**config.mk**
```make
export PLATFORM = sky130hd
export DESIGN_NAME = mpmp_ctrl
export DESIGN_NICKNAME = d
export VERILOG_FILES = /design/src/mpmp_pkg.sv /design/src/mpmp_ctrl.sv
export SDC_FILE = /design/constraint.sdc
export NUM_CORES = 1
export LEC_CHECK = 0
export ABC_AREA = 0
export BUFFER_PORTS_ARGS = -buffer_cell sky130_fd_sc_hd__buf_2
export CORE_AREA = 2 2 39 41
export CTS_BUF_LIST = sky130_fd_sc_hd__clkbuf_8
export CTS_CLUSTER_DIAMETER = 30
export DETAILED_ROUTE_END_ITERATION = 8
export DIE_AREA = 0 0 41 43
export GPL_ROUTABILITY_DRIVEN = 0
export MAX_ROUTING_LAYER = met4
export PLACE_DENSITY = 0.53
export SLEW_MARGIN = 20
export SYNTH_ARGS = -nofsm -noshare
export SYNTH_HDL_FRONTEND = slang
export SYNTH_SLANG_ARGS = --single-unit
```
**constraint.sdc**
```tcl
create_clock -name clk -period 3.9 [get_ports clk]
set_clock_uncertainty 0.1 [all_clocks]
set_input_delay 0.195 -clock clk [delete_from_list [all_inputs] [get_ports clk]]
set_output_delay 0.195 -clock clk [all_outputs]
set_load 0.02 [all_outputs]
```
**src/mpmp_pkg.sv**
```systemverilog
`timescale 1ns / 1ps
// ----------------------------------------------------------------------------
// mpmp_pkg
// Shared types and constants of the 2x2 matrix power modulo 1000000007.
// ----------------------------------------------------------------------------
package mpmp_pkg;

	localparam int ENTRY_W = 30;

	typedef logic [ENTRY_W-1:0] entry_t;
	// element 0 = row 0 col 0, 1 = row 0 col 1, 2 = row 1 col 0, 3 = row 1 col 1
	typedef logic [3:0][ENTRY_W-1:0] mat_t;

	localparam entry_t PRIME = 30'd1000000007;
	localparam logic [30:0] PRIME_X2 = 31'd2000000014;

	// barrett factor floor(2^62 / prime), fits in 33 bits
	localparam logic [63:0] BARRETT_WIDE = (64'd1 << 62) / 64'd1000000007;
	localparam logic [32:0] BARRETT_M = BARRETT_WIDE[32:0];

	// cycles from operands into a mac lane to its registered result
	localparam int MAC_LATENCY = 7;

	localparam mat_t MAT_IDENTITY = {30'd1, 30'd0, 30'd0, 30'd1};

	typedef struct packed {
		logic load;
		logic issue;
		logic sel_square;
		logic shift;
	} dp_cmd_t;

	typedef struct packed {
		logic exp_bit;
		logic pipe_busy;
	} dp_status_t;

endpackage

```
**src/mpmp_ctrl.sv**
```systemverilog
`timescale 1ns / 1ps
// ----------------------------------------------------------------------------
// mpmp_ctrl
// Sequencer for square-and-multiply over the exponent bits.
// ----------------------------------------------------------------------------
module mpmp_ctrl import mpmp_pkg::*; #(
	parameter int EXP_BITS = 31
) (
	input  logic       clk,
	input  logic       arst_n,
	input  logic       in_valid,
	output logic       in_ready,
	output logic       out_valid,
	input  logic       out_ready,
	input  dp_status_t status,
	output dp_cmd_t    cmd
);

	localparam int CNT_W = $clog2(EXP_BITS + 1);

	localparam logic [2:0] ST_IDLE = 3'd0;
	localparam logic [2:0] ST_MUL  = 3'd1;
	localparam logic [2:0] ST_SQR  = 3'd2;
	localparam logic [2:0] ST_WAIT = 3'd3;
	localparam logic [2:0] ST_OUT  = 3'd4;

	logic [2:0]       state_q;
	logic [CNT_W-1:0] cnt_q;

	always_ff @(posedge clk or negedge arst_n) begin
		if (!arst_n) begin
			state_q <= ST_IDLE;
			cnt_q   <= '0;
		end else begin
			case (state_q)
				ST_IDLE: begin
					cnt_q <= '0;
					if (in_valid) begin
						state_q <= ST_MUL;
					end
				end
				ST_MUL: begin
					state_q <= ST_SQR;
				end
				ST_SQR: begin
					cnt_q   <= cnt_q + 1'b1;
					state_q <= ST_WAIT;
				end
				ST_WAIT: begin
					if (!status.pipe_busy) begin
						state_q <= (cnt_q == CNT_W'(EXP_BITS)) ? ST_OUT : ST_MUL;
					end
				end
				ST_OUT: begin
					if (out_ready) begin
						state_q <= ST_IDLE;
					end
				end
				default: begin
					state_q <= ST_IDLE;
				end
			endcase
		end
	end

	assign in_ready  = (state_q == ST_IDLE);
	assign out_valid = (state_q == ST_OUT);

	always_comb begin
		cmd = '0;
		case (state_q)
			ST_IDLE: begin
				cmd.load = in_valid;
			end
			ST_MUL: begin
				// multiply into the accumulator only for a set bit
				cmd.issue = status.exp_bit;
			end
			ST_SQR: begin
				cmd.issue      = 1'b1;
				cmd.sel_square = 1'b1;
				cmd.shift      = 1'b1;
			end
			default: begin
				cmd = '0;
			end
		endcase
	end

endmodule

```
==> impl_metrics.toml, run 1 <==
[worst_hold_path]
hp-start = "out_ready"
hp-class = "in2reg"
holdPathEnd = "state_q[2]$_DFFE_PN0P_"
min_path_cells = 2

[floorplanning]
die_width_um = 41
die-area_mm2 = 0.001763
fp-row-count = 14
core_mm2 = 0.001384
floorplan.io_pins = 12
fp.dieH_um = 43
start_util_pct = 33.91

[clocking]
cts_sinks = 8
cts_tree = "done"
clock_latency_ps = 230
cts_buffers = 3
hold_buffers = 1
postCtsSetupRepairBufs = 0
clockBufferDepth = 2
cts-root-buf = "clkbuf_8"
cts-resized-gates = 0
path_clk_slew_ps = 40
ctsHtreeMaxLevel = 1

[drt]
viasPerCell = 4.714
vias = 363
drt_iter0_markers = 7
wl_per_cell_um = 11.25
drc_errors = 0
postRouteAntennaNets = 0
totalWireLength_um = 866
first_pass_iters = 4

[logic_synthesis]
synth_edf_count = 0
synthArstFlopShare_pct = 100.0
yosysWarnings = 0
synth_top_area_cell = "dfrtp_1"
ys_ff_latch = 8
synthFlopType = "dfrtp_1"
synth_cell_types = 21
synth_nets = 58
synth_top_area_share_pct = 42.67
yosysSeqAreaShare_pct = 42.67
synth_area_per_cell_um2 = 9.384
synth_cells = 50
synthTopCellsByArea = "dfrtp_1, nand2_1, ha_1"
netlist_area_um2 = 469.2

[placement]
dp_slack_ps = 2364
dpl-instance-area_um2 = 509.2
io_buffers = 11
post-place-cells = 73
dp.final_hpwl_um = 637.8

[timing]
worst_slack_ps = 2121
rsz0062_at_grt = "false"
tns_ps = 0
fin_crit_ps = 1779
setup_viol = 0
hold_slack_ps = 51.30
period_share_pct = 45.61
relSlewSlack_pct = 73.88
worst_pin_slew_ps = 391.8
final-max-slew-violation-count = 0
hold_viol = 0
fmax_mhz = 562.1

[grt]
busiest_layer = "met2"
antenna_found_initial = 0
gr-usage-met3_pct = 9.424
track_usage_pct = 12.94
grt_pass1_vias = 347
gr-total-overflow = 0
grtUsageMet1_pct = 14.75
grt_start_max_net_pins = 10
grt_pass1_wl_um = 1449
met2_usage_pct = 18.44

[power]
pwr-share-clk_pct = 24.4
power_switching_share_pct = 39.29
seqPwrFrac_pct = 37.1
leakage_nw = 0.2925
p_switching_mw = 0.1603
powerDensity_mw_per_mm2 = 728.0
p_comb_share_pct = 38.5
power.internal_mw = 0.2477
ir_drop_v = 0.0004265

[run]
maxCapViolations = 0

[critical_path]
r2r_start = "cnt_q[0]$_DFFE_PN0P_"
r2r_slack_ps = 2450
crit_type = "reg2out"
cp_max_fo = 9
rr_endpoint = "state_q[0]$_DFFE_PN0P_"
end_kind = "primary output"
required_ps = 3610
start_kind = "register"
cp_data_arrival_time_ps = 1480
worst-r2r-cell-count = 6

[final_layout]
syn2layout_area_growth_pct = 19.47
drive_gt1_share_pct = 27.87
design_area_um2 = 560.5
n_antenna_cell = 0
ff_latch_area_um2 = 200.2
final_cell_mix = "buf_2, nand2_1, dfrtp_1, o21ai_0"
nFillCells = 140
multi_input_area_um2 = 226.5
instances_no_fill = 77
final_common_cell = "buf_2"
nets = 71

[outcome]
status = "complete, no violations"
==> cells in the mapped netlist (2+ instances only) <==
cell type	count
a21oi_1	2
buf_6	2
dfrtp_1	8
ha_1	2
inv_1	2
mux2i_1	2
nand2_1	9
nand2b_1	2
nand3_1	2
nor2_1	2
nor2_4	2
nor3_1	3
o21ai_0	4
==> sequential cells by signal, indices dropped and copies added (netlist names) <==
name / cells
cnt_q: 5
state_q: 3
==> worst max-delay path, stage by stage, from the launching register on <==
cell,delay [ps]
dfrtp_1,450
or2_1,400
nor2_4,130
and2_1,120
buf_2,150
==> how the worst max path moves through the flow <==
stage / slack [ps] / start / cells after the start / end
3_3_place_gp: 2400 / state_q[0]$_DFFE_PN0P_ / 4 / cmd[3]
5_1_grt: 2030 / state_q[0]$_DFFE_PN0P_ / 4 / cmd[3]
3_5_place_dp: 2360 / state_q[0]$_DFFE_PN0P_ / 4 / cmd[3]
6_report: 2120 / state_q[0]$_DFFE_PN0P_ / 4 / cmd[3]
2_1_floorplan: 2380 / state_q[2]$_DFFE_PN0P_ / 5 / cmd[3]
4_1_cts: 2120 / state_q[0]$_DFFE_PN0P_ / 4 / cmd[3]
==> layer usage <==
| metal | routed length (um) | vias to the layer above |
|---|---|---|
| met5 | 0 | - |
| li1 | - | 187 |
| met4 | 0 | 0 |
| met3 | 65 | 0 |
| met1 | 375 | 166 |
| met2 | 425 | 10 |
==> power groups by stage <==
stage,sequential [mW],clock [mW],combinational [mW]
2_1_floorplan,0.133,0,0.152
3_3_place_gp,0.153,0,0.157
3_5_place_dp,0.153,0,0.158
4_1_cts,0.152,0.101,0.160
5_1_grt,0.157,0.107,0.179
6_report,0.151,0.0997,0.157
==> kinds of logic (layout without fill, tap and decap cells) <==
group	after synthesis	after routing	share of synthesized area, %
AO/OA/AOI/OAI	8	8	9.868
flip-flops	8	8	42.67
adder cells (fa/ha/maj)	2	2	5.332
multiplexers	3	3	7.466
buffers and inverters	6	17	9.066
AND/OR/NAND/NOR	23	23	25.60
==> per-stage QoR <==
| stage | power [mW] | util (%) |
|---|---|---|
| finish | 0.4081 | 40.51 |
| detailed placement | 0.3106 | 36.80 |
| floorplan | 0.2846 | - |
| global placement | 0.3102 | 36.80 |
| CTS | 0.4131 | 40.51 |
| global route | 0.4432 | 40.51 |
==> area by class of cell <==
type / instances / area share (%)
Sequential cell: 8 / 35.71
Inverter: 2 / 1.339
Clock buffer: 3 / 7.366
Tap cell: 16 / 3.571
Timing Repair Buffer: 12 / 11.61
Multi-Input combinational cell: 36 / 40.40
Power figures use the tool's default switching activity.
==> run 2, diff against run 1 <==
--- a/config.mk
+++ b/config.mk
@@ -5,7 +5,7 @@
 export SDC_FILE = /design/constraint.sdc
 export NUM_CORES = 1
 export LEC_CHECK = 0
-export ABC_AREA = 0
+export ABC_AREA = 1
 export BUFFER_PORTS_ARGS = -buffer_cell sky130_fd_sc_hd__buf_2
 export CORE_AREA = 2 2 39 41
 export CTS_BUF_LIST = sky130_fd_sc_hd__clkbuf_8
@@ -14,7 +14,7 @@
 export DIE_AREA = 0 0 41 43
 export GPL_ROUTABILITY_DRIVEN = 0
 export MAX_ROUTING_LAYER = met4
-export PLACE_DENSITY = 0.53
+export PLACE_DENSITY = 0.56
 export SLEW_MARGIN = 20
 export SYNTH_ARGS = -nofsm -noshare
 export SYNTH_HDL_FRONTEND = slang
==> constraint.sdc (replaced) <==
create_clock -name clk -period 1.5 [get_ports clk]
set_clock_uncertainty 0.1 [all_clocks]
set_input_delay 0.075 -clock clk [delete_from_list [all_inputs] [get_ports clk]]
set_output_delay 0.075 -clock clk [all_outputs]
set_load 0.02 [all_outputs]
==> run 2 against run 1 <==
- synthesized area grew 1.3%
- cell area grew 22%
- clock power grew to 2.7 times the previous value
- clock-buffer cell count is the same
- flip-flop and latch count is the same
- critical endpoint is now cmd[2]
- largest cell class unchanged
==> impl_metrics.toml, run 2 <==
[clocking]
cts_tree = "done"
path_clk_slew_ps = 40
ctsHtreeMaxLevel = 1
cts_buffers = 3
clockBufferDepth = 2
cts-root-buf = "clkbuf_8"
clock_latency_ps = 230
cts_sinks = 8

[outcome]
status = "complete, no violations"

[critical_path]
crit_type = "reg2out"
cp_max_fo = 6
start_kind = "register"
cp_data_arrival_time_ps = 1290
required_ps = 1320
end_kind = "primary output"

[logic_synthesis]
yosysWarnings = 0
synthArstFlopShare_pct = 100.0
netlist_area_um2 = 475.5
ys_ff_latch = 8
synthTopCellsByArea = "dfrtp_1, nand2_1, ha_1"
synth_top_area_share_pct = 42.11
synth_area_per_cell_um2 = 8.059
synthFlopType = "dfrtp_1"
yosysMostFrequentCell = "nand2_1"
synth_nets = 67
synthTopCellsByCount = "nand2_1, dfrtp_1, inv_1, nand3_1"
synth_top_area_cell = "dfrtp_1"
synth_cells = 59
yosysSeqAreaShare_pct = 42.11
synth_edf_count = 0
synth_cell_types = 20

[timing]
hold_viol = 0
worst_slack_ps = 31.96
setup_viol = 0
fin_crit_ps = 1468
period_share_pct = 97.87
relSlewSlack_pct = 88.47
rsz0062_at_grt = "true"
fmax_mhz = 681.2
tns_ps = 0
worst_pin_slew_ps = 171.2
final-max-slew-violation-count = 0

[drt]
totalWireLength_um = 989
drt_iter0_markers = 8
viasPerCell = 4.596
postRouteAntennaNets = 0
vias = 455
wl_per_cell_um = 9.990
drc_errors = 0
first_pass_iters = 4

[grt]
grt_pass1_vias = 425
track_usage_pct = 15.28
antenna_found_initial = 0
gr-total-overflow = 0
grt_start_max_net_pins = 9
grt_pass1_wl_um = 1704

[placement]
dp_slack_ps = 111.4
io_buffers = 11
post-place-cells = 89
dp.final_hpwl_um = 742
dpl-instance-area_um2 = 573.1

[power]
leakage_nw = 0.3784
seqPwrFrac_pct = 25.7
p_comb_share_pct = 54.7
pwr-share-clk_pct = 19.6
powerDensity_mw_per_mm2 = 1978
power.internal_mw = 0.7921
power_switching_share_pct = 41.51
p_switching_mw = 0.5620
finalPower_mw = 1.354
ir_drop_v = 0.0007701

[worst_hold_path]
hp-class = "in2reg"

[final_layout]
instances_no_fill = 99
final_common_cell = "nand2_1"
nets = 93
reg.largest.list = "cnt_q: 5 flops, state_q: 3 flops"
syn2layout_area_growth_pct = 43.95
nFillCells = 137
final_cell_mix = "nand2_1, buf_2, buf_4, dfrtp_1"
largest_reg_flops = 5
n_antenna_cell = 0
design_area_um2 = 684.4
top_register = "cnt_q"
drive_gt1_share_pct = 43.37

[run]
maxCapViolations = 0

[floorplanning]
die_width_um = 41
die-area_mm2 = 0.001763
fp-row-count = 14
start_util_pct = 34.36
core_mm2 = 0.001384
floorplan.io_pins = 12
fp.dieH_um = 43
-- run 2: cell types whose count changed after synthesis, moves of 2 or more --
cell	previous run	this run
nor3_1	3	1
inv_2	0	3
inv_1	2	5
o21ai_0	4	1
mux2i_1	2	0
buf_6	2	0
nand3_1	2	5
nor2_1	2	4
nand4_1	0	4
nand2b_1	2	0
nand2_1	9	15
o21ai_1	0	2
-- run 2: worst paths after layout --
check                                            start                     end  slack [ps]  depth (start not counted)
worst max-delay path            state_q[1]$_DFFE_PN0P_                  cmd[2]          30                          6
worst min-delay path                         out_ready  state_q[2]$_DFFE_PN0P_          40                          4
worst max register to register    cnt_q[0]$_DFFE_PN0P_  state_q[0]$_DFFE_PN0P_         150                          8
worst min register to register    cnt_q[4]$_DFFE_PN0P_    cnt_q[4]$_DFFE_PN0P_         390                          2
max in group asynchronous                       arst_n  state_q[1]$_DFFE_PN0P_        1000                          2
min in group asynchronous                       arst_n    cnt_q[4]$_DFFE_PN0P_         120                          2
-- run 2: critical path: stages (launching register included) --
cell	delay, ps
dfrtp_2	440
inv_2	140
nor2_8	60
buf_4	140
nor2_1	110
nor2_2	50
buf_6	120
-- run 2: routing by layer --
| layer | vias up | global-route usage (%) | routed length [um] | part of all wire, % |
|---|---|---|---|---|
| met5 | - | - | 0 | 0 |
| met2 | 14 | 20.31 | 452 | 46 |
| met4 | 0 | 10.00 | 21 | 2.1 |
| li1 | 237 | - | - | - |
| met3 | 2 | 3.141 | 59 | 6.0 |
| met1 | 202 | 20.27 | 455 | 46 |
-- run 2: cell type report --
cell class | instances | area (um^2) | area share [%]
Sequential cell | 8 | 201.4 | 29.43
Timing Repair Buffer | 22 | 146.4 | 21.39
Tap cell | 16 | 20.02 | 2.925
Multi-Input combinational cell | 41 | 239.0 | 34.92
Inverter | 9 | 36.28 | 5.302
Clock buffer | 3 | 41.29 | 6.033
-- run 2: per-stage QoR --
stage	utilization [%]	hold WS (ps)
2_1_floorplan	-	-320.6
3_3_place_gp	41.41	-169.8
3_5_place_dp	41.41	-172.2
4_1_cts	48.28	49.61
5_1_grt	49.46	98.51
6_report	49.46	44.86
-- run 2: timing repair --
action                                  CTS  global route
buffers inserted                          5             1
gates resized for setup                   3             3
pin swaps                                 2             3
hold endpoints to repair                  8             0
endpoints found under the setup margin    1             2
hold buffers                              1             0
-- run 2: power groups by stage --
stage / logic (mW) / clock network [mW] / registers [mW]
CTS: 0.711 / 0.267 / 0.345
floorplan: 0.425 / 0 / 0.355
global route: 0.819 / 0.277 / 0.361
global placement: 0.614 / 0 / 0.347
finish: 0.741 / 0.265 / 0.348
detailed placement: 0.618 / 0 / 0.348
-- run 2: cells by family (layout without fill, tap and decap cells) --
kind of cell / after synthesis / count (layout) / share of synthesized area (%)
and+or+nand+nor: 34 / 34 / 37.37
AOI/OAI and AO/OA: 4 / 4 / 4.209
adders and majority gates: 2 / 2 / 5.262
buffers and inverters: 10 / 34 / 9.212
DFF: 8 / 8 / 42.10
xor gates and xnor gates: 1 / 1 / 1.842
